`src/rtl/bivl_pkg.sv`:
```
`default_nettype none

package bivl_pkg;

    localparam int FIELD_W = 24;
    localparam logic [FIELD_W-1:0] FIELD_MAX = {FIELD_W{1'b1}};

    localparam logic [2:0] PH_SEARCH  = 3'd0;
    localparam logic [2:0] PH_VALUE   = 3'd1;
    localparam logic [2:0] PH_INT     = 3'd2;
    localparam logic [2:0] PH_STRLEN  = 3'd3;
    localparam logic [2:0] PH_STRBODY = 3'd4;
    localparam logic [2:0] PH_DONE    = 3'd5;

    localparam logic [2:0] ST_OK      = 3'd0;
    localparam logic [2:0] ST_ABSENT  = 3'd1;
    localparam logic [2:0] ST_TRUNC   = 3'd2;
    localparam logic [2:0] ST_BADSTR  = 3'd3;
    localparam logic [2:0] ST_BADCHAR = 3'd4;
    localparam logic [2:0] ST_DEEP    = 3'd5;

    localparam logic [7:0] CH_I     = 8'h69;
    localparam logic [7:0] CH_E     = 8'h65;
    localparam logic [7:0] CH_L     = 8'h6C;
    localparam logic [7:0] CH_D     = 8'h64;
    localparam logic [7:0] CH_COLON = 8'h3A;
    localparam logic [7:0] CH_ZERO  = 8'h30;
    localparam logic [7:0] CH_NINE  = 8'h39;
    localparam logic [7:0] CH_FOUR  = 8'h34;

    localparam logic [2:0] KEY_LEN = 3'd6;

    typedef struct packed {
        logic [FIELD_W-1:0] value_length;
        logic [FIELD_W-1:0] value_offset;
        logic [2:0]         status;
    } result_t;

    function automatic logic [7:0] key_char(input logic [2:0] idx);
        logic [7:0] ch;
        case (idx)
            3'd0: ch = 8'h34;
            3'd1: ch = 8'h3A;
            3'd2: ch = 8'h69;
            3'd3: ch = 8'h6E;
            3'd4: ch = 8'h66;
            3'd5: ch = 8'h6F;
            default: ch = 8'h00;
        endcase
        return ch;
    endfunction

endpackage

`default_nettype wire

```
`src/rtl/bivl_step.sv`:
```
`default_nettype none

module bivl_step #(
    parameter int POSITION_BITS = 24,
    parameter int MAX_DEPTH     = 64
) (
    input  wire logic [7:0]                       data_byte,
    input  wire logic                             last,
    input  wire logic [2:0]                       phase,
    input  wire logic [2:0]                       key_cnt,
    input  wire logic [POSITION_BITS-1:0]         pos,
    input  wire logic [POSITION_BITS-1:0]         vstart,
    input  wire logic [$clog2(MAX_DEPTH+1)-1:0]   depth,
    input  wire logic [POSITION_BITS-1:0]         remain,
    output logic [2:0]                            phase_n,
    output logic [2:0]                            key_cnt_n,
    output logic [POSITION_BITS-1:0]              pos_n,
    output logic [POSITION_BITS-1:0]              vstart_n,
    output logic [$clog2(MAX_DEPTH+1)-1:0]        depth_n,
    output logic [POSITION_BITS-1:0]              remain_n,
    output logic                                  emit,
    output bivl_pkg::result_t                     result
);

    localparam int P  = POSITION_BITS;
    localparam int DW = $clog2(MAX_DEPTH + 1);
    localparam int CW = (P > bivl_pkg::FIELD_W) ? P : bivl_pkg::FIELD_W;
    localparam logic [P-1:0] POS_MAX = {P{1'b1}};

    logic            is_digit;
    logic [3:0]      digit;
    logic [P-1:0]    pos_inc;
    logic [2:0]      key_step;
    logic            key_done;
    logic [P-1:0]    vs_upd;
    logic [P-1:0]    span;
    logic [P+3:0]    len_wide;
    logic [P-1:0]    rem_dec;
    logic [2:0]      st;
    logic [P-1:0]    len;
    logic [CW-1:0]   vs_ext;
    logic [CW-1:0]   len_ext;

    assign is_digit = (data_byte >= bivl_pkg::CH_ZERO) && (data_byte <= bivl_pkg::CH_NINE);
    assign digit    = data_byte[3:0];
    assign pos_inc  = (pos == POS_MAX) ? pos : pos + 1'b1;

    assign key_step = ((key_cnt < bivl_pkg::KEY_LEN) && (data_byte == bivl_pkg::key_char(key_cnt)))
                    ? key_cnt + 3'd1
                    : ((data_byte == bivl_pkg::CH_FOUR) ? 3'd1 : 3'd0);
    assign key_done = (phase == bivl_pkg::PH_SEARCH) && (key_step >= bivl_pkg::KEY_LEN);
    assign vs_upd   = key_done ? pos_inc : vstart;
    assign span     = (pos_inc >= vs_upd) ? pos_inc - vs_upd : '0;

    assign len_wide = {remain, 3'b000} + {3'b000, remain, 1'b0} + {{P{1'b0}}, digit};
    assign rem_dec  = (remain != '0) ? remain - 1'b1 : remain;

    always_comb begin
        phase_n   = phase;
        key_cnt_n = key_cnt;
        depth_n   = depth;
        remain_n  = remain;
        vstart_n  = vs_upd;
        pos_n     = pos_inc;
        emit      = 1'b0;
        st        = bivl_pkg::ST_OK;
        len       = '0;
        case (phase)
            bivl_pkg::PH_SEARCH: begin
                key_cnt_n = key_step;
                if (key_done) begin
                    depth_n = '0;
                    phase_n = bivl_pkg::PH_VALUE;
                    if (last) begin
                        emit    = 1'b1;
                        st      = bivl_pkg::ST_TRUNC;
                        phase_n = bivl_pkg::PH_DONE;
                    end
                end
            end
            bivl_pkg::PH_VALUE: begin
                if (data_byte == bivl_pkg::CH_I) begin
                    phase_n = bivl_pkg::PH_INT;
                end else if (data_byte == bivl_pkg::CH_L || data_byte == bivl_pkg::CH_D) begin
                    if (depth >= DW'(MAX_DEPTH)) begin
                        emit    = 1'b1;
                        st      = bivl_pkg::ST_DEEP;
                        phase_n = bivl_pkg::PH_DONE;
                    end else begin
                        depth_n = depth + 1'b1;
                    end
                end else if (data_byte == bivl_pkg::CH_E) begin
                    if (depth <= DW'(1)) begin
                        depth_n = '0;
                        emit    = 1'b1;
                        len     = span;
                        phase_n = bivl_pkg::PH_DONE;
                    end else begin
                        depth_n = depth - 1'b1;
                    end
                end else if (is_digit) begin
                    remain_n = P'(digit);
                    phase_n  = bivl_pkg::PH_STRLEN;
                end else begin
                    emit    = 1'b1;
                    st      = bivl_pkg::ST_BADCHAR;
                    phase_n = bivl_pkg::PH_DONE;
                end
            end
            bivl_pkg::PH_INT: begin
                if (data_byte == bivl_pkg::CH_E) begin
                    if (depth == '0) begin
                        emit    = 1'b1;
                        len     = span;
                        phase_n = bivl_pkg::PH_DONE;
                    end else begin
                        phase_n = bivl_pkg::PH_VALUE;
                    end
                end
            end
            bivl_pkg::PH_STRLEN: begin
                if (is_digit) begin
                    remain_n = (len_wide > (P+4)'(POS_MAX)) ? POS_MAX : len_wide[P-1:0];
                end else if (data_byte == bivl_pkg::CH_COLON) begin
                    if (remain != '0) begin
                        phase_n = bivl_pkg::PH_STRBODY;
                    end else if (depth == '0) begin
                        emit    = 1'b1;
                        len     = span;
                        phase_n = bivl_pkg::PH_DONE;
                    end else begin
                        phase_n = bivl_pkg::PH_VALUE;
                    end
                end else begin
                    emit    = 1'b1;
                    st      = bivl_pkg::ST_BADSTR;
                    phase_n = bivl_pkg::PH_DONE;
                end
            end
            bivl_pkg::PH_STRBODY: begin
                remain_n = rem_dec;
                if (rem_dec == '0) begin
                    if (depth == '0) begin
                        emit    = 1'b1;
                        len     = span;
                        phase_n = bivl_pkg::PH_DONE;
                    end else begin
                        phase_n = bivl_pkg::PH_VALUE;
                    end
                end
            end
            default: begin
            end
        endcase

        if (last) begin
            if (!emit) begin
                if (phase_n == bivl_pkg::PH_SEARCH) begin
                    emit = 1'b1;
                    st   = bivl_pkg::ST_ABSENT;
                end else if (phase_n == bivl_pkg::PH_STRLEN) begin
                    emit = 1'b1;
                    st   = bivl_pkg::ST_BADSTR;
                end else if (phase_n != bivl_pkg::PH_DONE) begin
                    emit = 1'b1;
                    st   = bivl_pkg::ST_OK;
                    len  = span;
                end
            end
            phase_n   = bivl_pkg::PH_SEARCH;
            key_cnt_n = '0;
            pos_n     = '0;
            vstart_n  = '0;
            depth_n   = '0;
            remain_n  = '0;
        end
    end

    assign vs_ext  = CW'(vs_upd);
    assign len_ext = CW'(len);

    always_comb begin
        result.status = st;
        if (st == bivl_pkg::ST_ABSENT) begin
            result.value_offset = '0;
        end else if (vs_ext > CW'(bivl_pkg::FIELD_MAX)) begin
            result.value_offset = bivl_pkg::FIELD_MAX;
        end else begin
            result.value_offset = vs_ext[bivl_pkg::FIELD_W-1:0];
        end
        if (st != bivl_pkg::ST_OK) begin
            result.value_length = '0;
        end else if (len_ext > CW'(bivl_pkg::FIELD_MAX)) begin
            result.value_length = bivl_pkg::FIELD_MAX;
        end else begin
            result.value_length = len_ext[bivl_pkg::FIELD_W-1:0];
        end
    end

endmodule

`default_nettype wire

```
`src/rtl/bencode_info_value_locator.sv`:
```
// Channel   Direction  tdata (low bit up)                          tuser / tlast
// s_axis    in         data_byte[7:0]                              tlast = end_of_buffer
// m_axis    out        status[2:0], value_offset, value_length     tlast unused
//
// Each byte is handled combinationally in the step logic; a new byte is taken every
// cycle while the result register is not stalled. A byte passes through the input register, then the result register.
// The result register holds one result; while it is stalled the input register
// still takes one byte, and further bytes wait.
// aresetn is synchronous and returns the scanner to key search at offset zero.
`default_nettype none

module bencode_info_value_locator #(
    parameter int POSITION_BITS = 24,
    parameter int MAX_DEPTH     = 64
) (
    input  wire logic        aclk,
    input  wire logic        aresetn,
    input  wire logic        s_axis_tvalid,
    output logic             s_axis_tready,
    input  wire logic [7:0]  s_axis_tdata,   // data_byte
    input  wire logic        s_axis_tlast,   // end_of_buffer
    output logic             m_axis_tvalid,
    input  wire logic        m_axis_tready,
    output logic [55:0]      m_axis_tdata    // status, value_offset, value_length, zero pad
);

    localparam int P  = POSITION_BITS;
    localparam int DW = $clog2(MAX_DEPTH + 1);

    logic                in_valid_reg;
    logic [7:0]          in_byte_reg;
    logic                in_last_reg;
    logic [2:0]          phase_reg, phase_next;
    logic [2:0]          key_cnt_reg, key_cnt_next;
    logic [P-1:0]        pos_reg, pos_next;
    logic [P-1:0]        vstart_reg, vstart_next;
    logic [DW-1:0]       depth_reg, depth_next;
    logic [P-1:0]        remain_reg, remain_next;
    logic                out_valid_reg;
    bivl_pkg::result_t   out_result_reg;
    logic                emit;
    bivl_pkg::result_t   step_result;
    logic                advance;

    assign advance       = in_valid_reg && (!out_valid_reg || m_axis_tready);
    assign s_axis_tready = !in_valid_reg || advance;
    assign m_axis_tvalid = out_valid_reg;
    assign m_axis_tdata  = {5'b00000, out_result_reg};

    bivl_step #(
        .POSITION_BITS (POSITION_BITS),
        .MAX_DEPTH     (MAX_DEPTH)
    ) u_step (
        .data_byte (in_byte_reg),
        .last      (in_last_reg),
        .phase     (phase_reg),
        .key_cnt   (key_cnt_reg),
        .pos       (pos_reg),
        .vstart    (vstart_reg),
        .depth     (depth_reg),
        .remain    (remain_reg),
        .phase_n   (phase_next),
        .key_cnt_n (key_cnt_next),
        .pos_n     (pos_next),
        .vstart_n  (vstart_next),
        .depth_n   (depth_next),
        .remain_n  (remain_next),
        .emit      (emit),
        .result    (step_result)
    );

    always_ff @(posedge aclk) begin
        if (!aresetn) begin
            in_valid_reg  <= 1'b0;
            out_valid_reg <= 1'b0;
            phase_reg     <= bivl_pkg::PH_SEARCH;
            key_cnt_reg   <= '0;
            pos_reg       <= '0;
            vstart_reg    <= '0;
            depth_reg     <= '0;
            remain_reg    <= '0;
        end else begin
            if (s_axis_tvalid && s_axis_tready) begin
                in_valid_reg <= 1'b1;
                in_byte_reg  <= s_axis_tdata;
                in_last_reg  <= s_axis_tlast;
            end else if (advance) begin
                in_valid_reg <= 1'b0;
            end
            if (advance && emit) begin
                out_valid_reg  <= 1'b1;
                out_result_reg <= step_result;
            end else if (m_axis_tready) begin
                out_valid_reg <= 1'b0;
            end
            if (advance) begin
                phase_reg   <= phase_next;
                key_cnt_reg <= key_cnt_next;
                pos_reg     <= pos_next;
                vstart_reg  <= vstart_next;
                depth_reg   <= depth_next;
                remain_reg  <= remain_next;
            end
        end
    end

`ifndef SYNTHESIS
    a_len_only_ok: assert property (@(posedge aclk) disable iff (!aresetn)
        out_valid_reg && (out_result_reg.status != bivl_pkg::ST_OK)
        |-> (out_result_reg.value_length == '0))
        else $error("nonzero length on an error result");

    a_absent_offset: assert property (@(posedge aclk) disable iff (!aresetn)
        out_valid_reg && (out_result_reg.status == bivl_pkg::ST_ABSENT)
        |-> (out_result_reg.value_offset == '0))
        else $error("nonzero offset on a key-absent result");

    a_depth_bound: assert property (@(posedge aclk) disable iff (!aresetn)
        depth_reg <= DW'(MAX_DEPTH))
        else $error("nesting depth beyond its bound");

    a_buffer_restart: assert property (@(posedge aclk) disable iff (!aresetn)
        advance && in_last_reg
        |=> (phase_reg == bivl_pkg::PH_SEARCH) && (pos_reg == '0) && (key_cnt_reg == '0))
        else $error("scanner not restarted after the final byte of a buffer");
`endif

endmodule

`default_nettype wire
```
`config.mk`:
```
export PLATFORM = sky130hd
export DESIGN_NAME = bencode_info_value_locator
export DESIGN_NICKNAME = d
export VERILOG_FILES = /design/src/rtl/bivl_pkg.sv /design/src/rtl/bivl_step.sv /design/src/rtl/bencode_info_value_locator.sv
export SDC_FILE = /design/constraint.sdc
export NUM_CORES = 1
export LEC_CHECK = 0
export BUFFER_PORTS_ARGS = -buffer_cell sky130_fd_sc_hd__buf_2
export CAP_MARGIN = 20
export CORE_MARGIN = 4
export CORE_UTILIZATION = 50
export DETAILED_ROUTE_END_ITERATION = 8
export PLACE_DENSITY = 0.68
export SLEW_MARGIN = 20
export SYNTH_ARGS = -nofsm -noshare
export SYNTH_HDL_FRONTEND = slang
export SYNTH_SLANG_ARGS = --single-unit
```
`constraint.sdc`:
```
create_clock -name aclk -period 11.5 [get_ports aclk]
set_input_delay 1.15 -clock aclk [delete_from_list [all_inputs] [get_ports aclk]]
set_output_delay 1.15 -clock aclk [all_outputs]
set_load 0.01 [all_outputs]
```
==> out/qor.csv <==
metric,value,unit
H-tree Lvls,4,
Initial Util,51.4,%
register share of total power,47.2,%
syn_area_per_cell,8.32,um2
clk slew on worst S/H paths,70,ps
total gr overflow,0,
mapped cell area,11300,um2
top_reg_cell synth,dfxtp_1,
Die ar.,25100,um2
Core Rows,54,
WP data arrival,6200,ps
crit end category,flip-flop,
DRC viols,0,
share of layout cells above drive strength 1,10.5,%
Final Max Tran Viols,0,
CP max stage cell,or4b_2,
total number of vias,10400,
DR WL/cell,18.1,um
largest area contributor in the synthesized netlist,edfxtp_1,
Max Clock Freq,165,MHz
global-route wire length before repair,49.1,mm
Comb power frac,4.1,%
Pre-Repair DR Iteration Count,7,
largest net degree at the start of global routing,74,
IO buf count,65,
Critical Path Fanout Max,10,
fin crit share,52.7,%
power per cell area,93.9,nW/um2
WL final,30.4,mm
Final Hold Viols,0,
initial antenna violation count,0,
post-route ant nets,0,
YS warnings,0,
Sw Share,25.3,%
Post-CTS Setup Inserts,0,
RSZ-0062 raised after global routing,no,
Yosys top cell area share,15.9,%
Power Internal,867,uW
CP bufs+invs,0,
Final HPWL DP,21.9,mm
Root Driver,clkbuf_16,
fin nets,1483,
# fillers,2069,
"Seq/Total Area, Yosys",31.3,%
CTS tree,done,
Startpoint Class,flip-flop,
Setup WS pre-CTS,5510,ps
worst-path cell chain,ha_1 > ha_1 > nand2b_1 > nor2_1 > or4b_2 > nor2_4 > mux2i_1 > ha_1 > nor2b_1 > o21ai_0 > a21oi_1 > a211oi_1 > a211oi_1 > o31ai_1 > a21oi_1 > or4b_2 > nand4_1 > nor3_1,
Post-synth EDFFs,60,
Vias/cell,6.21,
Final GP Congestion,0.952,
worst setup margin,5440,ps
Top delay family on crit path,simple AND/OR/NAND/NOR gates,
CP most frequent cell,ha_1,
Clock Path Buffers,2,
Slew @ Worst Pin,1070,ps
Clock Skew,16.6,ps
synthesis-to-layout area growth,9.28,%
die width,158,um
Clock Sinks,147,
Net Switching,293,uW
count of different cell masters after synthesis,91,
"commonest cells after routing, fill and taps aside","110 x nor2_1, 103 x nand2_1, 97 x o21ai_0",
"Req. time, crit path",11640,ps
Worst VDD drop,0.0949,mV
max incr delay on CP,750,ps
# setup viols final,0,
worst hold path class,flip-flop to flip-flop,
outcome,completed,
Total GRT Usage,24.1,%
IO Pins,71,
post-synthesis register bit count,147,
# diodes,0,
Starting DRT DRC Count,765,
die height,158,um
Setup CP Type,flip-flop to flip-flop,
Clock power frac,48.7,%
slew margin rel.,28.5,%
"Hold-fix buffers, CTS",0,
Lkg Pwr,0.00493,uW
max reg flops,51,
ranking of synthesized cells by area,"edfxtp_1 16%, dfxtp_1 15%, ha_1 9.3%, o21ai_0 4.3%, a21oi_1 4.0%",
Final TNS setup,0,ps
synthesized instance count,1361,
max-cap violation count,0,
Async SR Flop Fraction,0,%
cts bufs inserted,17,
Final min period,6060,ps
clock latency at the later pin of the worst-skew pair,430,ps
core area,22000,um2
"commonest non-fill, non-tap cell in the layout",nor2_1,
Resized cells post-CTS,0,
vias in the first global route,9632,
==> routing by layer <==
metal,share of wire (%),vias up,global-route usage (%)
met2,47,344,39.3
met3,5.6,65,4.32
met1,45,4894,32.2
met5,0,-,0
met4,2.7,0,8.12
li1,-,5101,-
==> Yosys cell counts, types with 35 or more instances <==
cell / instances
nor2_1: 112
nand2_1: 103
o21ai_0: 97
a21oi_1: 90
dfxtp_1: 87
ha_1: 84
nor3_1: 64
clkbuf_1: 62
edfxtp_1: 60
nand3_1: 47
inv_1: 37
nor2b_1: 37
xnor2_1: 35
==> layout make-up <==
class                      count  area, um2  share of cell area, %
tap                          280        350                   2.83
timing repair buffer          77        415                   3.36
clock inverter                15        161                   1.31
inverter                      38        143                   1.15
clock buffer                  17        425                   3.44
sequential                   147       3540                   28.7
multi-input combinational   1102       7330                   59.3
==> cell families (layout without fill, tap and decap cells) <==
kind of cell	count (synthesis)	count (layout)	share of synthesized area [%]
buffers and inverters	116	147	4.22
adder cells (fa/ha/maj)	87	87	9.82
other	1	5	0.0331
multiplexers	28	28	2.52
AO/OA/AOI/OAI	380	380	22.0
XOR/XNOR	61	61	4.72
flip-flops	147	147	31.3
AND/OR/NAND/NOR	541	541	25.4
==> power by group through the flow <==
stage | combinational (uW) | sequential, uW | clock [uW]
after floorplan | 34.1 | 558 | 0
after global placement | 47.0 | 559 | 0
after detailed placement | 47.4 | 559 | 0
after CTS | 47.7 | 548 | 571
after global routing | 52.3 | 548 | 594
final | 47.8 | 548 | 565
==> stage by stage <==
step	power [uW]	cells	utilization [%]	cell area (um2)	hold WS [ps]
floorplan	593	1365	-	11300	474
global placement	606	1644	53.5	11800	492
detailed placement	607	1644	53.5	11800	502
CTS	1170	1676	56.1	12400	519
global route	1190	1676	56.1	12400	563
finish	1160	1676	56.1	12400	520
==> path summary, 6_finish.rpt <==
path | start | endpoint | slack (ps) | depth (start not counted)
worst max register to register | key_cnt_reg[0] | m_axis_tdata[50] | 5440 | 18
worst max-delay path | key_cnt_reg[0] | m_axis_tdata[50] | 5440 | 18
worst min-delay path | vstart_reg[6] | vstart_reg[6] | 520 | 2
worst min register to register | vstart_reg[6] | vstart_reg[6] | 520 | 2
==> worst register-to-register path, stage by stage (launching register included) <==
cell	delay, ps
dfxtp_1	520
ha_1	220
ha_1	250
nand2b_1	170
nor2_1	80
or4b_2	750
nor2_4	380
mux2i_1	430
ha_1	320
nor2b_1	130
o21ai_0	200
a21oi_1	100
a211oi_1	450
a211oi_1	170
o31ai_1	610
a21oi_1	210
or4b_2	640
nand4_1	100
nor3_1	50
Note: power is estimated with default switching activity, not from simulation.
